**config.mk**
```make
export PLATFORM = sky130hd
export DESIGN_NAME = piecewise_linear_voltage_calibrator
export DESIGN_NICKNAME = d
export VERILOG_FILES = /design/src/sv/pvc_pkg.sv /design/src/sv/pvc_ram.sv /design/src/sv/pvc_ctrl.sv /design/src/sv/pvc_dp.sv /design/src/sv/piecewise_linear_voltage_calibrator.sv
export SDC_FILE = /design/constraint.sdc
export NUM_CORES = 1
export LEC_CHECK = 0
export BUFFER_PORTS_ARGS = -buffer_cell sky130_fd_sc_hd__buf_2
export CAP_MARGIN = 20
export CORE_MARGIN = 4
export CORE_UTILIZATION = 35
export CTS_CLUSTER_DIAMETER = 120
export CTS_CLUSTER_SIZE = 25
export DETAILED_ROUTE_END_ITERATION = 8
export HOLD_SLACK_MARGIN = 0.12
export SLEW_MARGIN = 20
export SYNTH_ARGS = -nofsm -noshare
export SYNTH_HDL_FRONTEND = slang
export SYNTH_SLANG_ARGS = --single-unit
export TNS_END_PERCENT = 5
```
**constraint.sdc**
```tcl
create_clock -name clk -period 7.8 [get_ports clk]
set_input_delay 0.39 -clock clk [delete_from_list [all_inputs] [get_ports clk]]
set_output_delay 0.39 -clock clk [all_outputs]
set_load 0.02 [all_outputs]
```
**src/sv/pvc_pkg.sv**
```systemverilog
// Shared types and constants of the piecewise linear voltage calibrator.
package pvc_pkg;

	localparam int TABLE_ROWS_DEF = 16;
	localparam int CHANNELS_DEF   = 6;
	localparam int ADC_BITS_DEF   = 10;

	localparam int              APB_AW     = 2;
	localparam logic [APB_AW-1:0] REG_ROWS_ADDR = 2'd0;
	localparam logic [4:0]      ROWS_RESET = 5'd2;

	localparam logic FUNC_LOAD   = 1'b0;
	localparam logic FUNC_SAMPLE = 1'b1;

	typedef struct packed {
		logic        func;
		logic [3:0]  row_index;
		logic [9:0]  breakpoint_code;
		logic [15:0] breakpoint_volts;
		logic [2:0]  channel;
		logic [9:0]  sample_code;
	} item_t;

	typedef struct packed {
		logic [2:0]  out_channel;
		logic [15:0] volts;
		logic        in_range;
		logic        saturated;
	} result_t;

	// Commands from the controller to the datapath.
	typedef struct packed {
		logic load;
		logic capture;
		logic rd_en;
		logic mul;
		logic div;
		logic finish;
	} ctrl_cmd_t;

	// Status from the datapath to the controller.
	typedef struct packed {
		logic hit;
		logic dx_zero;
	} dp_stat_t;

endpackage

```
**src/sv/pvc_ram.sv**
```systemverilog
// Generic single-write, single-read RAM with registered read data.
module pvc_ram #(
	parameter int WIDTH = 8,
	parameter int DEPTH = 16
) (
	input  logic                     clk,
	input  logic                     we,
	input  logic [$clog2(DEPTH)-1:0] waddr,
	input  logic [WIDTH-1:0]         wdata,
	input  logic                     re,
	input  logic [$clog2(DEPTH)-1:0] raddr,
	output logic [WIDTH-1:0]         rdata
);

	logic [WIDTH-1:0] mem_q [DEPTH];

	always_ff @(posedge clk) begin
		if (we) begin
			mem_q[waddr] <= wdata;
		end
		if (re) begin
			rdata <= mem_q[raddr];
		end
	end

endmodule

```
**src/sv/pvc_ctrl.sv**
```systemverilog
// Controller state machine: table scan, multiply, serial divide and result sequencing.
module pvc_ctrl #(
	parameter int TABLE_ROWS = 16,
	parameter int CHANNELS   = 6,
	parameter int ADC_BITS   = 10
) (
	input  logic                          clk,
	input  logic                          arst_n,
	input  logic                          start,
	input  pvc_pkg::item_t                item,
	input  logic [4:0]                    rows_in_use,
	input  pvc_pkg::dp_stat_t             stat,
	output pvc_pkg::ctrl_cmd_t            cmd,
	output logic [$clog2(TABLE_ROWS)-1:0] rd_addr,
	output logic                          busy
);
	import pvc_pkg::*;

	localparam int AW  = $clog2(TABLE_ROWS);
	localparam int CW  = (ADC_BITS < 10) ? ADC_BITS : 10;
	localparam int PW  = CW + 16;
	localparam int DCW = $clog2(PW);
	localparam logic [8:0] TR9 = 9'(TABLE_ROWS);

	typedef enum logic [5:0] {
		ST_IDLE  = 6'b000001,
		ST_SCAN  = 6'b000010,
		ST_DRAIN = 6'b000100,
		ST_MUL   = 6'b001000,
		ST_DIV   = 6'b010000,
		ST_FIN   = 6'b100000
	} state_t;

	state_t         state_q, state_d;
	logic [AW-1:0]  idx_q, idx_d;
	logic [DCW-1:0] dcnt_q, dcnt_d;
	logic [8:0]     rows_ext, rows_eff;
	logic [AW-1:0]  last_row;
	logic           is_sample, is_load;

	always_comb begin
		rows_ext = 9'(rows_in_use);
		if (rows_ext < 9'd2) begin
			rows_eff = 9'd2;
		end else if (rows_ext > TR9) begin
			rows_eff = TR9;
		end else begin
			rows_eff = rows_ext;
		end
		last_row = AW'(rows_eff - 9'd1);
	end

	assign is_sample = (item.func == FUNC_SAMPLE) && (5'(item.channel) < 5'(CHANNELS));
	assign is_load   = (item.func == FUNC_LOAD) && (9'(item.row_index) < TR9);

	always_comb begin
		state_d = state_q;
		idx_d   = idx_q;
		dcnt_d  = dcnt_q;
		cmd     = '0;
		case (state_q)
			ST_IDLE: begin
				if (start) begin
					cmd.load = is_load;
					if (is_sample) begin
						cmd.capture = 1'b1;
						idx_d       = '0;
						state_d     = ST_SCAN;
					end
				end
			end
			ST_SCAN: begin
				cmd.rd_en = 1'b1;
				if (idx_q == last_row) begin
					state_d = ST_DRAIN;
				end else begin
					idx_d = idx_q + 1'b1;
				end
			end
			ST_DRAIN: begin
				state_d = ST_MUL;
			end
			ST_MUL: begin
				cmd.mul = 1'b1;
				dcnt_d  = '0;
				if (stat.hit && !stat.dx_zero) begin
					state_d = ST_DIV;
				end else begin
					state_d = ST_FIN;
				end
			end
			ST_DIV: begin
				cmd.div = 1'b1;
				dcnt_d  = dcnt_q + 1'b1;
				if (dcnt_q == DCW'(PW - 1)) begin
					state_d = ST_FIN;
				end
			end
			ST_FIN: begin
				cmd.finish = 1'b1;
				state_d    = ST_IDLE;
			end
			default: begin
				state_d = ST_IDLE;
			end
		endcase
	end

	always_ff @(posedge clk or negedge arst_n) begin
		if (!arst_n) begin
			state_q <= ST_IDLE;
			idx_q   <= '0;
			dcnt_q  <= '0;
		end else begin
			state_q <= state_d;
			idx_q   <= idx_d;
			dcnt_q  <= dcnt_d;
		end
	end

	assign rd_addr = idx_q;
	assign busy    = (state_q != ST_IDLE);

endmodule

```
**src/sv/pvc_dp.sv**
```systemverilog
// Datapath: breakpoint table, segment match, multiplier, restoring divider and held values.
module pvc_dp #(
	parameter int TABLE_ROWS = 16,
	parameter int CHANNELS   = 6,
	parameter int ADC_BITS   = 10
) (
	input  logic                          clk,
	input  logic                          arst_n,
	input  pvc_pkg::item_t                item,
	input  pvc_pkg::ctrl_cmd_t            cmd,
	input  logic [$clog2(TABLE_ROWS)-1:0] rd_addr,
	output pvc_pkg::dp_stat_t             stat,
	output pvc_pkg::result_t              result,
	output logic                          result_valid
);
	import pvc_pkg::*;

	localparam int AW = $clog2(TABLE_ROWS);
	localparam int CW = (ADC_BITS < 10) ? ADC_BITS : 10;
	localparam int PW = CW + 16;
	localparam int RW = CW + 16;
	localparam int HW = (CHANNELS > 1) ? $clog2(CHANNELS) : 1;

	logic [RW-1:0] rdata;
	logic [CW-1:0] rd_code;
	logic [15:0]   rd_volts;

	logic          rd_vld_s1, rd_row0_s1;
	logic [9:0]    x_q;
	logic [2:0]    ch_q;
	logic [CW-1:0] px_q;
	logic [15:0]   py_q;
	logic          hit_q, neg_q;
	logic [CW-1:0] off_q, dx_q, rem_q;
	logic [15:0]   dy_q, y1_q;
	logic [PW-1:0] prod_q;
	logic [15:0]   held_q [CHANNELS];
	logic          seg_hit;
	logic [CW:0]   trial;
	logic          ge;
	logic [17:0]   sum;
	result_t       res_d;

	pvc_ram #(
		.WIDTH(RW),
		.DEPTH(TABLE_ROWS)
	) u_table (
		.clk  (clk),
		.we   (cmd.load),
		.waddr(AW'(item.row_index)),
		.wdata({item.breakpoint_code[CW-1:0], item.breakpoint_volts}),
		.re   (cmd.rd_en),
		.raddr(rd_addr),
		.rdata(rdata)
	);

	assign rd_code  = rdata[RW-1:16];
	assign rd_volts = rdata[15:0];

	// A segment pairs the previous row read with the current one; later hits win.
	assign seg_hit = rd_vld_s1 && !rd_row0_s1
		&& (10'(px_q) <= x_q) && (x_q <= 10'(rd_code));

	always_ff @(posedge clk or negedge arst_n) begin
		if (!arst_n) begin
			rd_vld_s1  <= 1'b0;
			rd_row0_s1 <= 1'b0;
			hit_q      <= 1'b0;
		end else begin
			rd_vld_s1  <= cmd.rd_en;
			rd_row0_s1 <= cmd.rd_en && (rd_addr == '0);
			if (cmd.capture) begin
				hit_q <= 1'b0;
			end else if (seg_hit) begin
				hit_q <= 1'b1;
			end
		end
	end

	always_ff @(posedge clk) begin
		if (cmd.capture) begin
			x_q  <= item.sample_code;
			ch_q <= item.channel;
		end
		if (rd_vld_s1) begin
			px_q <= rd_code;
			py_q <= rd_volts;
		end
		if (seg_hit) begin
			off_q <= CW'(x_q - 10'(px_q));
			dx_q  <= rd_code - px_q;
			y1_q  <= py_q;
			neg_q <= rd_volts < py_q;
			dy_q  <= (rd_volts < py_q) ? (py_q - rd_volts) : (rd_volts - py_q);
		end
	end

	assign stat.hit     = hit_q;
	assign stat.dx_zero = (dx_q == '0);

	// Restoring division: the product register shifts out dividend bits and
	// takes in quotient bits, one per cycle.
	assign trial = {rem_q, prod_q[PW-1]};
	assign ge    = trial >= {1'b0, dx_q};

	always_ff @(posedge clk) begin
		if (cmd.mul) begin
			prod_q <= PW'(off_q * dy_q);
			rem_q  <= '0;
		end else if (cmd.div) begin
			prod_q <= {prod_q[PW-2:0], ge};
			rem_q  <= ge ? CW'(trial - {1'b0, dx_q}) : trial[CW-1:0];
		end
	end

	always_comb begin
		sum = neg_q ? ({2'b00, y1_q} - {2'b00, prod_q[15:0]})
			: ({2'b00, y1_q} + {2'b00, prod_q[15:0]});
		res_d.out_channel = ch_q;
		res_d.in_range    = hit_q;
		res_d.saturated   = 1'b0;
		if (!hit_q) begin
			res_d.volts = held_q[HW'(ch_q)];
		end else if (dx_q == '0) begin
			res_d.volts = y1_q;
		end else if (sum[17]) begin
			res_d.volts     = 16'h0000;
			res_d.saturated = 1'b1;
		end else if (sum[16]) begin
			res_d.volts     = 16'hffff;
			res_d.saturated = 1'b1;
		end else begin
			res_d.volts = sum[15:0];
		end
	end

	always_ff @(posedge clk or negedge arst_n) begin
		if (!arst_n) begin
			result_valid <= 1'b0;
			for (int c = 0; c < CHANNELS; c++) begin
				held_q[c] <= '0;
			end
		end else begin
			result_valid <= cmd.finish;
			if (cmd.finish && hit_q) begin
				held_q[HW'(ch_q)] <= res_d.volts;
			end
		end
	end

	always_ff @(posedge clk) begin
		if (cmd.finish) begin
			result <= res_d;
		end
	end

endmodule

```
**src/sv/piecewise_linear_voltage_calibrator.sv**
```systemverilog
// Top level of the piecewise linear voltage calibrator: register port, controller and datapath.
//
//  channel   ports                                 handshake
//  -------   -----------------------------------   ------------------------------
//  item      start, busy, item                     taken when start & !busy
//  result    result_valid, result                  one-cycle strobe, no stall
//  config    psel penable pwrite paddr pwdata      write on psel & penable & pwrite
//            prdata pready                         pready always high
//
// A load item writes its table row in the cycle it is taken and leaves busy low.
// A sample item reads each of the rows in use, that count being clamped to
// 2..TABLE_ROWS, one table read per cycle, then multiplies and takes one quotient
// bit per cycle in the restoring divider.
// A sample that matches no segment or lands on a zero-width one skips the divider.
// Reset clears the row count to 2 and the held voltages to zero; table rows are
// undefined until loaded. The receiver cannot stall the result.
module piecewise_linear_voltage_calibrator #(
	parameter int TABLE_ROWS = pvc_pkg::TABLE_ROWS_DEF,
	parameter int CHANNELS   = pvc_pkg::CHANNELS_DEF,
	parameter int ADC_BITS   = pvc_pkg::ADC_BITS_DEF
) (
	input  logic                       clk,
	input  logic                       arst_n,
	input  logic                       start,
	output logic                       busy,
	input  pvc_pkg::item_t             item,
	output logic                       result_valid,
	output pvc_pkg::result_t           result,
	input  logic                       psel,
	input  logic                       penable,
	input  logic                       pwrite,
	input  logic [pvc_pkg::APB_AW-1:0] paddr,
	input  logic [31:0]                pwdata,
	output logic [31:0]                prdata,
	output logic                       pready
);
	import pvc_pkg::*;

	localparam int AW = $clog2(TABLE_ROWS);

	logic [4:0]    rows_q;
	ctrl_cmd_t     cmd;
	dp_stat_t      stat;
	logic [AW-1:0] rd_addr;

	assign pready = 1'b1;

	always_ff @(posedge clk or negedge arst_n) begin
		if (!arst_n) begin
			rows_q <= ROWS_RESET;
		end else if (psel && penable && pwrite && (paddr == REG_ROWS_ADDR)) begin
			rows_q <= pwdata[4:0];
		end
	end

	assign prdata = (paddr == REG_ROWS_ADDR) ? {27'd0, rows_q} : 32'd0;

	pvc_ctrl #(
		.TABLE_ROWS(TABLE_ROWS),
		.CHANNELS  (CHANNELS),
		.ADC_BITS  (ADC_BITS)
	) u_ctrl (
		.clk        (clk),
		.arst_n     (arst_n),
		.start      (start),
		.item       (item),
		.rows_in_use(rows_q),
		.stat       (stat),
		.cmd        (cmd),
		.rd_addr    (rd_addr),
		.busy       (busy)
	);

	pvc_dp #(
		.TABLE_ROWS(TABLE_ROWS),
		.CHANNELS  (CHANNELS),
		.ADC_BITS  (ADC_BITS)
	) u_dp (
		.clk         (clk),
		.arst_n      (arst_n),
		.item        (item),
		.cmd         (cmd),
		.rd_addr     (rd_addr),
		.stat        (stat),
		.result      (result),
		.result_valid(result_valid)
	);

endmodule
```
## Word-level counts from Yosys, hierarchy flattened

Memories as Yosys holds them, arrays and structs flattened. A register that Yosys moved wholly into a read port is not among the register bits.
Index checks and enable logic that the tools add are counted.

| operators by class | value |
|---|---|
| div/mod/pow operators | 0 |
| order comparisons | 9 |
| equality and inequality tests | 14 |
| multipliers | 1 |
| add/sub/neg operators | 10 |
| shift-type cells | 0 |
| reduce and logical (&&, ||, !) cells | 23 |
| muxes and demuxes | 42 |
| bitwise gates (word level) | 3 |

Operators with widths:

| operator | count |
|---|---|
| 2-to-1 mux 16 bit | 8 |
| bitwise mux 96 bit | 1 |
| 2-to-1 mux 26 bit | 2 |
| binary-select mux 16 bit (select 3 bit) | 1 |
| demux 16 bit (select 3 bit) | 1 |
| subtractor 16 bit | 2 |
| 2-to-1 mux 6 bit | 5 |
| case mux 6 bit (5 select lines) | 1 |
| subtractor 10 bit | 3 |
| multiplier 10 x 16 -> 26 bit | 1 |
| <= comparator 10 bit | 2 |
| 2-to-1 mux 4 bit | 5 |
| 2-to-1 mux 18 bit | 1 |
| adder 16 x 16 -> 17 bit | 1 |
| subtractor 16 x 16 -> 17 bit | 1 |
| less-than comparator 16 bit | 1 |
| >= comparator 11 x 10 -> 1 bit | 1 |
| logical AND 1 bit | 11 |
| 2-to-1 mux 1 bit | 11 |
| logical NOT 10 bit | 1 |
| 2-to-1 mux 10 bit | 1 |
| case mux 5 bit (2 select lines) | 1 |
| case mux 4 bit (2 select lines) | 1 |
| AND reduction 4 bit | 2 |
| 28 further kinds | 37 |

| word-level totals | value |
|---|---|
| register bits | 269 |
| bits in read-only memories | 0 |
| bits in latches | 0 |
| memory bits (writable) | 416 |
| input bits | 84 |
| memories kept | 1 |
| output and inout bits | 56 |

Memory list:

| name | depth | width | rd ports | clocked after memory_dff | write ports | RTL line | source |
|---|---|---|---|---|---|---|---|
| u_dp.u_table.mem_q | 16 | 26 | 1 | 1 | 1 | pvc_ram.sv:15 | `logic [WIDTH-1:0] mem_q [DEPTH];` |

## Logic depth before layout (Yosys ltp)

Gate-level depths: netlist of the first run.

| logic depth | value |
|---|---|
| depth in word-level cells | 7 |
| depth in mapped cells | 22 |
| depth with buffers taken out | 21 |

## Hierarchy

Synthesis of the first run repeated with hierarchy kept, for this count alone.

| unflattened totals | value |
|---|---|
| cell total of the unflattened synthesis | 2811 |
| area, all modules | 37863.8 um^2 |

By module, submodules not included:

| module | area each (um^2) | cells each | times used |
|---|---|---|---|
| pvc_dp | 19840.3 | 1979 | 1 |
| pvc_ram | 16637.2 | 686 | 1 |
| pvc_ctrl | 915.9 | 99 | 1 |
| piecewise_linear_voltage_calibrator | 470.5 | 47 | 1 |

## Least setup slack after synthesis of the first run

No wires, ideal clock.

| timing | value |
|---|---|
| path kind | reg-to-reg |
| start point | register u_dp.off_q[3] |
| end point | register u_dp.prod_q[24] (data pin) |
| data arrival time | 5.626 ns |
| required time | 7.537 ns |
| buffers on the path | 1 |
| stages on the path, launching flop included | 22 |
| slack | 1.911 ns |
| setup time | 0.263 ns |
| clock period less this slack | 5.889 ns |
| cell sequence | edfxtp_1 > clkbuf_1 > nand2_1 > fa_1 > inv_1 > fa_1 > inv_1 > fa_1 > inv_1 > fa_1 > inv_1 > fa_1 > inv_1 > ha_1 > nand3_1 > or2_2 > o32ai_1 > o32a_1 > a31oi_1 > o21ai_0 > a21oi_1 > a2111o_1 |

| between the ends | value |
|---|---|
| longest elaborated chain between the ends | 2 |

Ends and longest elaborated chain:

| item | RTL line | source |
|---|---|---|
| start, declared | pvc_dp.sv:34 | `logic [CW-1:0] off_q, dx_q, rem_q;` |
| start signal, assigned | pvc_dp.sv:90 | `off_q <= CW'(x_q - 10'(px_q));` |
| multiplier 10 x 16 -> 26 bit | pvc_dp.sv:108 | `prod_q <= PW'(off_q * dy_q);` |
| 2-to-1 mux 26 bit | pvc_dp.sv:107 | `if (cmd.mul) begin` |
| end signal, assigned | pvc_dp.sv:108 |  |
| end signal, assigned | pvc_dp.sv:111 | `prod_q <= {prod_q[PW-2:0], ge};` |
| end, declared | pvc_dp.sv:36 | `logic [PW-1:0] prod_q;` |

No other way between the ends.
A chain may end at the register's enable or synchronous reset.

## Worst setup path after layout of the first run

Same ends and word-level chain as after synthesis.

==> results of run 1 <==
==> worst max-delay path, delay by kind of cell, from the launching register on <==
family                   cells  cell delay (ns)
AND/OR/NAND/NOR              3             0.63
flip-flops                   1             0.81
adder cells (fa/ha/maj)      6             2.91
AO/OA/AOI/OAI                6             1.76
buffers and inverters        5             0.25
==> worst max path at each step <==
stage | start | to | slack (ns) | depth (start not counted)
detailed placement | u_dp.off_q[3]$_DFFE_PP_ | u_dp.prod_q[24]$_DFFE_PP_ | 1.18 | 18
global placement | u_dp.off_q[3]$_DFFE_PP_ | u_dp.prod_q[24]$_DFFE_PP_ | 1.22 | 20
global route | u_dp.off_q[3]$_DFFE_PP_ | u_dp.prod_q[24]$_DFFE_PP_ | 0.81 | 20
finish | u_dp.off_q[3]$_DFFE_PP_ | u_dp.prod_q[24]$_DFFE_PP_ | 1.18 | 20
CTS | u_dp.off_q[3]$_DFFE_PP_ | u_dp.prod_q[24]$_DFFE_PP_ | 1.15 | 18
floorplan | u_dp.off_q[3]$_DFFE_PP_ | u_dp.prod_q[24]$_DFFE_PP_ | 1.91 | 21
==> cell families (layout without fill, tap and decap cells) <==
| family | count (synthesis) | count (layout) | synth area share |
|---|---|---|---|
| AOI/OAI and AO/OA | 450 | 450 | 0.0786 |
| buffers and inverters | 387 | 465 | 0.0425 |
| other | 2 | 31 | 0.000202 |
| and+or+nand+nor | 614 | 614 | 0.0794 |
| xor gates and xnor gates | 73 | 73 | 0.0172 |
| DFF | 711 | 711 | 0.556 |
| adders and majority gates | 285 | 285 | 0.120 |
| muxes | 224 | 224 | 0.106 |
==> per-stage QoR <==
stage	hold WS, ns	cell area [µm²]	utilization
2_1_floorplan	0.0944	37200	-
3_3_place_gp	0.458	39100	0.372
3_5_place_dp	0.460	39100	0.372
4_1_cts	0.123	40600	0.386
5_1_grt	0.139	40700	0.386
6_report	0.158	40700	0.386
==> registers in the layout, summed over array words and instances (netlist names), 6 cells and up <==
name / count
u_ctrl.state_q: 6
u_dp.dx_q: 10
u_dp.dy_q: 16
u_dp.held_q: 96
u_dp.off_q: 10
u_dp.prod_q: 26
u_dp.px_q: 10
u_dp.py_q: 16
u_dp.rem_q: 10
u_dp.result: 21
u_dp.u_table.mem_q: 416
u_dp.u_table.rdata: 26
u_dp.x_q: 10
u_dp.y1_q: 16
==> routing by layer <==
layer  vias to the layer above  GRT usage  routed length [µm]
met5                         -          0                 108
met4                        16     0.0311                1510
met3                        84     0.0246                4440
met2                       401      0.252               40700
met1                     10900      0.207               37000
li1                      10100          -                   -
==> layout make-up <==
| cell class | count | area, µm² | area share |
|---|---|---|---|
| flip-flops and latches | 711 | 20700 | 0.508 |
| well taps | 1391 | 1740 | 0.0428 |
| inverters | 244 | 916 | 0.0225 |
| clock inverters | 9 | 140 | 0.00345 |
| repair buffers | 155 | 1090 | 0.0267 |
| clock buffers | 57 | 990 | 0.0243 |
| multi-input cells | 1674 | 15100 | 0.372 |
| diodes | 3 | 7.51 | 0.000185 |
==> power by group through the flow <==
stage / clock, µW / sequential (µW) / combinational [µW]
6_report: 2150 / 4430 / 3030
5_1_grt: 2370 / 4450 / 3420
4_1_cts: 2230 / 4430 / 3060
3_5_place_dp: 0 / 4520 / 3020
3_3_place_gp: 0 / 4510 / 3010
2_1_floorplan: 0 / 4430 / 2310
==> cell usage after synthesis, types with 4 or more instances <==
cell | number | area share
sky130_fd_sc_hd__edfxtp_1 | 581 | 0.47
sky130_fd_sc_hd__mux4_2 | 130 | 0.079
sky130_fd_sc_hd__fa_1 | 117 | 0.063
sky130_fd_sc_hd__nor4_1 | 6 | 0.0010
sky130_fd_sc_hd__inv_1 | 244 | 0.025
sky130_fd_sc_hd__nor2b_1 | 21 | 0.0035
sky130_fd_sc_hd__nor3_1 | 26 | 0.0035
sky130_fd_sc_hd__xnor2_1 | 41 | 0.0097
sky130_fd_sc_hd__mux2i_1 | 44 | 0.012
sky130_fd_sc_hd__nor3b_1 | 7 | 0.0014
sky130_fd_sc_hd__or2_2 | 5 | 0.00084
sky130_fd_sc_hd__a22o_1 | 4 | 0.00094
sky130_fd_sc_hd__nand2_1 | 258 | 0.026
sky130_fd_sc_hd__a31oi_1 | 14 | 0.0024
sky130_fd_sc_hd__mux2_2 | 50 | 0.015
sky130_fd_sc_hd__or3_1 | 10 | 0.0017
sky130_fd_sc_hd__a21o_1 | 37 | 0.0075
sky130_fd_sc_hd__ha_1 | 168 | 0.057
sky130_fd_sc_hd__clkbuf_1 | 93 | 0.0094
sky130_fd_sc_hd__dfxtp_1 | 10 | 0.0054
sky130_fd_sc_hd__nand4_1 | 19 | 0.0032
sky130_fd_sc_hd__o22ai_1 | 4 | 0.00067
sky130_fd_sc_hd__o31ai_1 | 8 | 0.0016
sky130_fd_sc_hd__nand2b_1 | 20 | 0.0034
sky130_fd_sc_hd__o21ai_0 | 152 | 0.020
sky130_fd_sc_hd__o21a_1 | 9 | 0.0018
sky130_fd_sc_hd__and2_1 | 86 | 0.014
sky130_fd_sc_hd__a21oi_1 | 89 | 0.012
sky130_fd_sc_hd__a221oi_1 | 4 | 0.00094
sky130_fd_sc_hd__nand3b_1 | 5 | 0.0010
sky130_fd_sc_hd__nand3_1 | 24 | 0.0032
sky130_fd_sc_hd__o211ai_1 | 19 | 0.0038
sky130_fd_sc_hd__o21bai_1 | 11 | 0.0022
sky130_fd_sc_hd__a22oi_1 | 10 | 0.0020
sky130_fd_sc_hd__xor2_1 | 32 | 0.0076
sky130_fd_sc_hd__o21ai_1 | 9 | 0.0012
sky130_fd_sc_hd__dfrtp_1 | 118 | 0.080
sky130_fd_sc_hd__buf_4 | 29 | 0.0059
sky130_fd_sc_hd__nor2_1 | 106 | 0.011
sky130_fd_sc_hd__a211oi_1 | 20 | 0.0040
sky130_fd_sc_hd__buf_2 | 7 | 0.00094
sky130_fd_sc_hd__a21boi_0 | 6 | 0.0012
sky130_fd_sc_hd__buf_1 | 12 | 0.0012
==> layout by cell type, fill, tap and decap left out, types with 33 or more instances in the layout <==
| cell type | n |
|---|---|
| sky130_fd_sc_hd__a21o_1 | 37 |
| sky130_fd_sc_hd__a21oi_1 | 89 |
| sky130_fd_sc_hd__and2_1 | 86 |
| sky130_fd_sc_hd__buf_2 | 83 |
| sky130_fd_sc_hd__buf_4 | 33 |
| sky130_fd_sc_hd__clkbuf_16 | 36 |
| sky130_fd_sc_hd__dfrtp_1 | 114 |
| sky130_fd_sc_hd__dlygate4sd3_1 | 36 |
| sky130_fd_sc_hd__edfxtp_1 | 581 |
| sky130_fd_sc_hd__fa_1 | 117 |
| sky130_fd_sc_hd__ha_1 | 168 |
| sky130_fd_sc_hd__inv_1 | 243 |
| sky130_fd_sc_hd__mux2_2 | 50 |
| sky130_fd_sc_hd__mux2i_1 | 44 |
| sky130_fd_sc_hd__mux4_2 | 130 |
| sky130_fd_sc_hd__nand2_1 | 258 |
| sky130_fd_sc_hd__nor2_1 | 93 |
| sky130_fd_sc_hd__o21ai_0 | 152 |
| sky130_fd_sc_hd__xnor2_1 | 41 |
==> parameters.txt, run 1 <==
Parameter                              Value

Run status
  Status    finished clean

Routing
  Via count    around 21000
  Total Wirelength    roughly 84000 µm
  Total iterations of the first detailed-routing run    5
  Post-route ant nets    0
  Residual DRC    0
  First DRT Iteration DRCs    1375
  Routed wirelength normalized by instance count    between 15 and 20 µm
  Vias/cell    slightly above 5

Timing
  Time the final worst path needs with I/O delays and setup    about 6.6 ns
  RSZ-0062 raised after global routing    false
  Setup-violating endpoint count in the final report    0
  Setup skew after layout    0.0498 ns
  Rel. slew slack    0.201
  Final hold vios    0
  Number of pins exceeding their max-slew limit in the final report    0
  Total negative slack for setup checks    0 ns
  Final period util    0.849
  Final WS setup    around 1.2 ns
  Transition at the pin with the smallest max-transition slack    roughly 1.2 ns
  Timing-limited maximum frequency    approximately 150 MHz

GRT
  Maximum number of pins on one net before global-route repair    between 90 and 100
  Overall track demand over capacity in global routing    0.150
  Initial antenna violation count    13
  Via count of the first global-routing pass    about 22000
  GRT Residual Overflow    0
  Global-route wire length before repair    between 100000 and 150000 µm

Synth
  Netlist Area Pre-Place    between 30000 and 40000 µm²
  EDFF count, synth    approximately 580
  Fraction of synthesis flops using an asynchronous set or reset pin    0.169
  Total of warnings raised by yosys    0
  Ys flop type    sky130_fd_sc_hd__edfxtp_1
  Synth unique cells    93
  Number of synthesized register bits    711
  Post-synthesis cell count    between 2000 and 3000
  Part of the Yosys area used for sequential elements    0.556
  Post-synthesis area per instance    around 14 µm²

Placed design
  Count of port buffers added during placement    between 80 and 90
  Routability congestion estimate    roughly 0.84
  Number of placed instances, taps included    4137
  Worst slack, placed    around 1.2 ns
  Final HPWL DP    roughly 55000 µm

Critical path
  Data required time of the worst path    between 8 and 9 ns
  Slowest CP cell    sky130_fd_sc_hd__edfxtp_1
  Highest fanout seen on the critical path    16
  Endpoint kind of the worst setup timing path    flip-flop
  Sequence of cells on the critical path    nand2_1 > fa_1 > inv_1 > fa_1 > inv_1 > fa_1 > inv_1 > fa_1 > inv_1 > fa_1 > inv_1 > ha_1 > nand3_1 > or2_2 > o32ai_1 > o32a_1 > a31oi_1 > o21ai_0 > a21oi_1 > a2111o_1
  Worst reg-to-reg setup slack    1.18 ns
  Cell depth of the worst flop-to-flop path    20
  Crit Path Class    flip-flop to flip-flop
  Startpoint Class    flip-flop
  Stage delay of the slowest cell on the critical path    a little over 0.8 ns
  Endpoint of the most critical register-to-register path    u_dp.prod_q[24]$_DFFE_PP_
  Arrival time at the worst endpoint    roughly 7 ns
  Startpoint of the most critical register-to-register path    u_dp.off_q[3]$_DFFE_PP_

Floorplanning
  Die area    ~110000 µm²
  Die boundary height    about 330 µm
  Number of rows created at floorplan    ~120
  Count of pins on the block boundary    140
  Die Width    approximately 330 µm
  Initial core utilization    0.353
  Core Area    105000 µm²

Layout
  Number of filler instances in the final layout    9882
  Number of non-filler instances in the completed layout    4244
  Final net count    between 3000 and 4000
  Share of final-layout standard cells stronger than drive strength 1    0.140
  Area growth from synthesis to layout    9.55%

CTS
  CTS sink count    ~700
  CTS tree    yes
  Total CTS buffers    36
  CTS hold repair buffers    36
  H-tree levels    2
  Clock-pin slew on the worst setup and hold paths    0.10 ns
  Postcts setup bufs    0
  Clock latency on the worst-skew pair    between 0.6 and 0.7 ns
  Maximum clock insertion buffer count    3
  CTS Root Buffer Type    sky130_fd_sc_hd__clkbuf_16
  Post_cts resized    0

Power and ir drop
  Share of total power in the clock network    0.224
  Share of power burned in combinational logic    0.315
  Net switching power of the design    a little over 3000 µW
  P_int    6520 µW
  Switching Share    0.321
  Power per Cell Area    236 nW/µm²
  Post-route total power    9600 µW
  Peak VDD IR    about 0.17 mV
  Flop pwr share    0.461
  Leakage Power    0.0154 µW

Min path
  Number of cells traversed by the worst hold path    1
  Source of the worst hold timing path    item[25]
  Type of the worst min-delay path    primary input to flip-flop
  Capture endpoint of the worst hold path    u_dp.u_table.mem_q[6][12]$_DFFE_PP_

Flow run
  Reported max-cap violation count    0
No activity file was read; power rests on OpenSTA's default activity.
==> run 2: changes to the inputs <==
ABC_AREA = 1   (was unset)
clock period = 6.5 ns   (was 7.8 ns; I/O delays follow)
==> parameters.txt, run 2 <==
Parameter                              Value

Floorplanning
  Die area    ~120000 µm²
  Count of pins on the block boundary    140
  Die boundary height    ~340 µm
  Die Width    ~340 µm
  Core Area    between 100000 and 150000 µm²
  Initial core utilization    0.353
  Number of rows created at floorplan    approximately 120

Synth
  Post-synthesis area per instance    around 9.8 µm²
  Fraction of synthesis flops using an asynchronous set or reset pin    0.169
  Total of warnings raised by yosys    0
  EDFF count, synth    approximately 580
  Cell type contributing the most total cell area after synthesis    sky130_fd_sc_hd__edfxtp_1
  Leading post-synthesis cells by instance count    sky130_fd_sc_hd__nand2_1, sky130_fd_sc_hd__edfxtp_1, sky130_fd_sc_hd__inv_1
  Number of synthesized register bits    slightly above 700
  Ys flop type    sky130_fd_sc_hd__edfxtp_1
  Synth unique cells    67
  Post-synthesis cell count    between 3000 and 4000
  Part of the Yosys area used for sequential elements    0.528
  Netlist Area Pre-Place    between 30000 and 40000 µm²
  Most frequently used cell type in the post-synthesis netlist    sky130_fd_sc_hd__nand2_1
  Area share of the largest cell type after synthesis    0.446
  Cell types occupying the most area after synthesis    sky130_fd_sc_hd__edfxtp_1, sky130_fd_sc_hd__nand2_1, sky130_fd_sc_hd__dfrtp_1, sky130_fd_sc_hd__fa_1, sky130_fd_sc_hd__ha_1

Timing
  Final hold vios    0
  Rel. slew slack    0.286
  Final period util    0.890
  Total negative slack for setup checks    0 ns
  Time the final worst path needs with I/O delays and setup    approximately 5.8 ns
  RSZ-0062 raised after global routing    false
  Setup skew after layout    roughly 0.028 ns
  Timing-limited maximum frequency    between 150 and 200 MHz
  Transition at the pin with the smallest max-transition slack    about 1.1 ns
  Number of pins exceeding their max-slew limit in the final report    0
  Worst hold-check slack    0.202 ns
  Setup-violating endpoint count in the final report    0

Power and ir drop
  Switching Share    0.333
  Flop pwr share    0.488
  Peak VDD IR    between 0.15 and 0.2 mV
  Power per Cell Area    249 nW/µm²
  Leakage Power    0.0184 µW
  Share of total power in the clock network    0.240
  Post-route total power    10600 µW
  Net switching power of the design    around 3500 µW
  Share of power burned in combinational logic    0.272
  P_int    7080 µW

Critical path
  Crit Path Class    flip-flop to flip-flop
  Cell depth of the worst flop-to-flop path    18
  Crit path buf inv count    4
  Arrival time at the worst endpoint    ~6.1 ns
  Sequence of cells on the critical path    nand2_1 > fa_1 > fa_1 > inv_1 > fa_1 > fa_1 > inv_1 > fa_1 > inv_1 > ha_1 > inv_1 > o21ai_0 > a31oi_1 > o21ai_0 > a21oi_1 > or2_2 > nand3_1 > o21ai_0
  Data required time of the worst path    between 6 and 7 ns
  Highest fanout seen on the critical path    16
  Stage delay of the slowest cell on the critical path    0.77 ns
  Slowest CP cell    sky130_fd_sc_hd__edfxtp_1
  Startpoint Class    flip-flop
  CP top delay family    adder cells
  Endpoint kind of the worst setup timing path    flip-flop
  Stages on worst setup path    18
  Most common cell on crit path    sky130_fd_sc_hd__fa_1

Min path
  Type of the worst min-delay path    primary input to flip-flop
  Number of cells traversed by the worst hold path    3

CTS
  Clock-pin slew on the worst setup and hold paths    ~0.1 ns
  CTS sink count    between 700 and 800
  CTS tree    yes
  Total CTS buffers    35
  CTS Root Buffer Type    sky130_fd_sc_hd__clkbuf_16
  Maximum clock insertion buffer count    3
  Clock latency on the worst-skew pair    approximately 0.6 ns
  H-tree levels    2

Routing
  Via count    27700
  Total Wirelength    between 90000 and 100000 µm
  Total iterations of the first detailed-routing run    5
  First DRT Iteration DRCs    ~2200
  Post-route ant nets    0
  Vias/cell    5.00
  Routed wirelength normalized by instance count    approximately 18 µm
  Residual DRC    0

GRT
  Maximum number of pins on one net before global-route repair    120
  Overall track demand over capacity in global routing    0.168
  Initial antenna violation count    7
  GRT Residual Overflow    0
  Global-route wire length before repair    155000 µm
  Via count of the first global-routing pass    27000

Flow run
  Reported max-cap violation count    0

Placed design
  Final HPWL DP    approximately 66000 µm
  Cell Area, Placed    between 40000 and 50000 µm²
  Routability congestion estimate    roughly 0.90
  Count of port buffers added during placement    84

Layout
  Top reg by flops    u_dp.u_table.mem_q
  Area of all placed cells without fillers    ~43000 µm²
  Commonest cells after routing, fill and taps aside    sky130_fd_sc_hd__nand2_1, sky130_fd_sc_hd__edfxtp_1, sky130_fd_sc_hd__inv_1, sky130_fd_sc_hd__nor2_1, sky130_fd_sc_hd__o21ai_0
  Most common cell after layout, fill and taps aside    sky130_fd_sc_hd__nand2_1
  Area of the multi-input gates    around 16000 µm²
  Sequential cell area in the final layout    just over 20000 µm²
  Flip-flop count of the largest register after layout    ~420
  Largest registers    u_dp.u_table.mem_q x416, u_dp.held_q x96
  Final net count    ~4400
  Share of final-layout standard cells stronger than drive strength 1    0.0721
  Area growth from synthesis to layout    9.17%
  Number of filler instances in the final layout    about 11000

Run status
  Status    finished clean
==> run 2: final cells by class <==
cell class                      count  share of cell area
Antenna cell                        3            0.000176
Clock buffer                       58              0.0228
Clock inverter                      6             0.00226
Inverter                          507              0.0447
Multi-Input combinational cell   2591               0.370
Sequential cell                   711               0.484
Tap cell                         1488              0.0436
Timing Repair Buffer              175              0.0326
==> run 2: cells by family after synthesis <==
kind of cell	after synthesis	synth area share
xor+xnor	70	0.0157
fa+ha+maj	285	0.114
simple gates	1548	0.170
mux	1	0.000256
compound gates	659	0.0981
other cells	2	0.000192
buf+inv	704	0.0738
flops	711	0.528
==> run 2: worst reg2reg max path, stage by stage (launching register included) <==
cell and delay [ns]:
sky130_fd_sc_hd__edfxtp_1 0.77, sky130_fd_sc_hd__nand2_1 0.17, sky130_fd_sc_hd__fa_1 0.55, sky130_fd_sc_hd__fa_1 0.54, sky130_fd_sc_hd__inv_1 0.05, sky130_fd_sc_hd__fa_1 0.50
sky130_fd_sc_hd__fa_1 0.55, sky130_fd_sc_hd__inv_1 0.05, sky130_fd_sc_hd__fa_1 0.53, sky130_fd_sc_hd__inv_1 0.04, sky130_fd_sc_hd__ha_1 0.35, sky130_fd_sc_hd__inv_1 0.08
sky130_fd_sc_hd__o21ai_0 0.28, sky130_fd_sc_hd__a31oi_1 0.20, sky130_fd_sc_hd__o21ai_0 0.29, sky130_fd_sc_hd__a21oi_1 0.12, sky130_fd_sc_hd__or2_2 0.29, sky130_fd_sc_hd__nand3_1 0.06
sky130_fd_sc_hd__o21ai_0 0.09
==> run 2: per-layer routing <==
layer  wire length [µm]  GRT usage  vias up  share of wire
li1                   -          -    13400              -
met1              44500      0.230    13500           0.45
met2              47400      0.284      673           0.48
met3               5280     0.0208      118          0.053
met4               2120     0.0402        6          0.021
met5                 34          0        -        0.00034
==> run 2: metrics by stage <==
| stage | util | std cells | setup WS (ns) |
|---|---|---|---|
| 6_report | 0.385 | 5539 | 0.718 |
| 5_1_grt | 0.385 | 5538 | 0.305 |
| 4_1_cts | 0.385 | 5533 | 0.719 |
| 3_5_place_dp | 0.371 | 5424 | 0.750 |
| 3_3_place_gp | 0.369 | 5418 | 0.796 |
| 2_1_floorplan | - | 4006 | 1.22 |
==> run 2: power by group through the flow <==
stage | sequential [µW] | combinational (µW) | clock, µW
after floorplan | 5230 | 2100 | 0
after global placement | 5280 | 2840 | 0
after detailed placement | 5290 | 2850 | 0
after CTS | 5180 | 2890 | 2620
after global routing | 5200 | 3280 | 2780
final | 5180 | 2890 | 2550
==> run 2: final timing paths <==
| check | start | endpoint | slack (ns) |
|---|---|---|---|
| setup reg to reg | u_dp.off_q[9]$_DFFE_PP_ | u_dp.prod_q[16]$_DFFE_PP_ | 0.72 |
| hold / removal | pwrite | rows_q[1]$_DFFE_PN1P_ | 0.20 |
| max in group asynchronous | arst_n | u_ctrl.rd_addr[1]$_DFFE_PN0P_ | 4.78 |
| min in group asynchronous | arst_n | u_dp.held_q[50]$_DFFE_PN0P_ | 0.36 |
| setup / recovery | u_dp.off_q[9]$_DFFE_PP_ | u_dp.prod_q[16]$_DFFE_PP_ | 0.72 |
| hold reg to reg | u_dp.py_q[15]$_DFFE_PP_ | u_dp.y1_q[15]$_DFFE_PP_ | 0.47 |
==> run 2: timing repair <==
item / in CTS / in global routing
buffers inserted: 0 / 0
hold buffers: 45 / 0
hold endpoints to repair: 497 / 0
gates resized for setup: 0 / 0
==> run 3: changes to the inputs <==
GPL_ROUTABILITY_DRIVEN = 0   (was unset)
SYNTH_HIERARCHICAL = 1   (was unset)
==> parameters.txt, run 3 <==
Parameter                              Value

CTS
  Maximum clock insertion buffer count    3
  CTS sink count    just over 700
  Postcts setup bufs    0
  CTS Root Buffer Type    sky130_fd_sc_hd__clkbuf_16
  Clock latency on the worst-skew pair    between 0.6 and 0.7 ns
  Clock-pin slew on the worst setup and hold paths    roughly 0.1 ns
  CTS tree    yes
  Total CTS buffers    34
  H-tree levels    2
  Post_cts resized    0

Floorplanning
  Core Area    between 100000 and 150000 µm²
  Initial core utilization    0.353
  Number of rows created at floorplan    125
  Count of pins on the block boundary    140
  Die Width    approximately 350 µm
  Die area    between 100000 and 150000 µm²
  Die boundary height    ~350 µm

Min path
  Capture endpoint of the worst hold path    u_ctrl/state_q[1]$_DFFE_PN0P_
  Number of cells traversed by the worst hold path    5
  Source of the worst hold timing path    start
  Type of the worst min-delay path    primary input to flip-flop

Synth
  EDFF count, synth    about 580
  Cell types occupying the most area after synthesis    sky130_fd_sc_hd__edfxtp_1, sky130_fd_sc_hd__nand2_1, sky130_fd_sc_hd__inv_1, sky130_fd_sc_hd__dfrtp_1, sky130_fd_sc_hd__nand3_1
  Post-synthesis area per instance    roughly 9 µm²
  Part of the Yosys area used for sequential elements    0.503
  Area share of the largest cell type after synthesis    0.425
  Number of synthesized register bits    711
  Synth unique cells    63
  Cell type contributing the most total cell area after synthesis    sky130_fd_sc_hd__edfxtp_1
  Post-synthesis cell count    4554
  Most frequently used cell type in the post-synthesis netlist    sky130_fd_sc_hd__nand2_1
  Fraction of synthesis flops using an asynchronous set or reset pin    0.169
  Netlist Area Pre-Place    41100 µm²
  Total of warnings raised by yosys    6
  Leading post-synthesis cells by instance count    sky130_fd_sc_hd__nand2_1, sky130_fd_sc_hd__inv_1, sky130_fd_sc_hd__edfxtp_1
  Ys flop type    sky130_fd_sc_hd__edfxtp_1

Critical path
  Endpoint of the most critical register-to-register path    u_dp/prod_q[14]$_DFFE_PP_
  Stage delay of the slowest cell on the critical path    0.86 ns
  Slowest CP cell    sky130_fd_sc_hd__edfxtp_1
  Crit path buf inv count    3
  Arrival time at the worst endpoint    6.10 ns
  Most common cell on crit path    sky130_fd_sc_hd__fa_1
  CP top delay family    adder cells
  Startpoint Class    flip-flop
  Startpoint of the most critical register-to-register path    u_dp/off_q[3]$_DFFE_PP_
  Highest fanout seen on the critical path    16
  Cell depth of the worst flop-to-flop path    19
  Endpoint kind of the worst setup timing path    flip-flop
  Sequence of cells on the critical path    nand2_1 > fa_1 > inv_1 > fa_1 > ha_1 > fa_1 > inv_1 > fa_1 > inv_1 > ha_1 > a21oi_1 > o21ai_0 > a21oi_1 > o21bai_1 > nand2_1 > nand2_1 > or2_2 > nand3_1 > o21ai_0
  Worst reg-to-reg setup slack    between 0.7 and 0.8 ns
  Crit Path Class    flip-flop to flip-flop
  Data required time of the worst path    between 6 and 7 ns

Power and ir drop
  Post-route total power    10700 µW
  Net switching power of the design    roughly 3600 µW
  Flop pwr share    0.487
  Peak VDD IR    about 0.19 mV
  Share of total power in the clock network    0.231
  P_int    just over 7000 µW
  Share of power burned in combinational logic    0.282
  Leakage Power    approximately 0.021 µW
  Switching Share    0.340
  Power per Cell Area    around 240 nW/µm²

Placed design
  Cell Area, Placed    around 43000 µm²
  Final HPWL DP    67800 µm
  Number of placed instances, taps included    approximately 6000
  Count of port buffers added during placement    84

Routing
  Via count    29800
  Residual DRC    0
  Post-route ant nets    0
  Vias/cell    slightly below 5
  First DRT Iteration DRCs    2334
  Routed wirelength normalized by instance count    about 17 µm
  Total Wirelength    around 100000 µm
  Total iterations of the first detailed-routing run    7

Timing
  Rel. slew slack    0.277
  Timing-limited maximum frequency    173 MHz
  Setup skew after layout    just under 0.05 ns
  Transition at the pin with the smallest max-transition slack    1.08 ns
  Number of pins exceeding their max-slew limit in the final report    0
  Final period util    0.887
  Setup-violating endpoint count in the final report    0
  RSZ-0062 raised after global routing    false
  Total negative slack for setup checks    0 ns
  Time the final worst path needs with I/O delays and setup    a little under 6 ns
  Final hold vios    0

Layout
  Share of final-layout standard cells stronger than drive strength 1    0.0642
  Area of all placed cells without fillers    approximately 44000 µm²
  Largest registers    u_dp/u_table/mem_q x416, u_dp/held_q x96
  Top reg by flops    u_dp/u_table/mem_q
  Commonest cells after routing, fill and taps aside    sky130_fd_sc_hd__nand2_1, sky130_fd_sc_hd__inv_1, sky130_fd_sc_hd__edfxtp_1, sky130_fd_sc_hd__nand3_1, sky130_fd_sc_hd__ha_1
  Final net count    around 5000
  Number of filler instances in the final layout    around 12000
  Most common cell after layout, fill and taps aside    sky130_fd_sc_hd__nand2_1
  Flip-flop count of the largest register after layout    416
  Number of non-filler instances in the completed layout    6140
  Area growth from synthesis to layout    8.30%
  Area of the multi-input gates    ~17000 µm²
  Sequential cell area in the final layout    slightly above 20000 µm²

GRT
  Overall track demand over capacity in global routing    0.170
  GRT Residual Overflow    0
  Initial antenna violation count    6
  Maximum number of pins on one net before global-route repair    85
  Global-route wire length before repair    about 160000 µm
  Via count of the first global-routing pass    between 20000 and 30000

Flow run
  Reported max-cap violation count    0

Run status
  Status    finished clean
-- run 3: worst reg2reg max path, delay by kind of cell, from the launching register on --
family                     cells  cell delay [ns]
adders and majority gates      6             2.82
AOI/OAI and AO/OA              5             0.97
buffers and inverters          3             0.16
and+or+nand+nor                5             0.71
DFF                            1             0.86
-- run 3: worst max-delay path by stage --
stage / start / to / slack, ns / cells after the start
6_report: u_dp/off_q[3]$_DFFE_PP_ / u_dp/prod_q[14]$_DFFE_PP_ / 0.74 / 19
2_1_floorplan: u_dp/off_q[9]$_DFFE_PP_ / u_dp/prod_q[20]$_DFFE_PP_ / 1.35 / 21
5_1_grt: u_dp/off_q[3]$_DFFE_PP_ / u_dp/prod_q[14]$_DFFE_PP_ / 0.35 / 19
3_3_place_gp: u_dp/off_q[3]$_DFFE_PP_ / u_dp/prod_q[14]$_DFFE_PP_ / 0.87 / 19
3_5_place_dp: u_dp/off_q[3]$_DFFE_PP_ / u_dp/prod_q[14]$_DFFE_PP_ / 0.80 / 19
4_1_cts: u_dp/off_q[3]$_DFFE_PP_ / u_dp/prod_q[14]$_DFFE_PP_ / 0.79 / 19
-- run 3: per-layer routing --
| layer | up-vias | track usage | part of all wire |
|---|---|---|---|
| met3 | 129 | 0.0184 | 0.059 |
| met5 | - | 0 | 0.00011 |
| met1 | 14300 | 0.239 | 0.45 |
| met2 | 838 | 0.283 | 0.47 |
| li1 | 14500 | - | - |
| met4 | 2 | 0.0378 | 0.021 |
-- run 3: layout make-up --
class                      instances  area share
clock buffer                      50      0.0205
clock inverter                     4     0.00169
tap                             1524      0.0429
multi-input combinational       2852       0.371
inverter                         812      0.0687
sequential                       711       0.465
timing repair buffer             184      0.0301
antenna                            3    0.000169
-- run 3: per-stage QoR --
step / worst slack (ns) / hold slack, ns / util
floorplan: 1.35 / 0.0294 / -
global placement: 0.873 / 0.419 / 0.369
detailed placement: 0.804 / 0.418 / 0.369
CTS: 0.787 / 0.179 / 0.382
global route: 0.353 / 0.204 / 0.382
finish: 0.736 / 0.222 / 0.382
-- run 3: power by group through the flow --
stage / Clock (µW) / Combinational (µW) / Sequential [µW]
after floorplan: 0 / 2210 / 5230
after global placement: 0 / 2930 / 5310
after detailed placement: 0 / 2960 / 5320
after CTS: 2550 / 3010 / 5210
after global routing: 2720 / 3410 / 5230
final: 2470 / 3020 / 5210
-- run 3: logic make-up (layout without fill, tap and decap cells) --
| family | Yosys count | after routing | share of synthesized area |
|---|---|---|---|
| AO/OA/AOI/OAI | 307 | 307 | 0.0446 |
| XOR/XNOR | 71 | 71 | 0.0151 |
| adder cells (fa/ha/maj) | 283 | 283 | 0.108 |
| buffers and inverters | 1017 | 1050 | 0.100 |
| flip-flops | 711 | 711 | 0.503 |
| multiplexers | 1 | 1 | 0.000244 |
| other | 2 | 31 | 0.000183 |
| AND/OR/NAND/NOR | 2162 | 2162 | 0.229 |
-- run 3: timing repair --
| item | in CTS | in global routing |
|---|---|---|
| setup endpoints to repair | 0 | 0 |
| endpoints found under the hold margin | 487 | 0 |
| hold buffers | 57 | 0 |
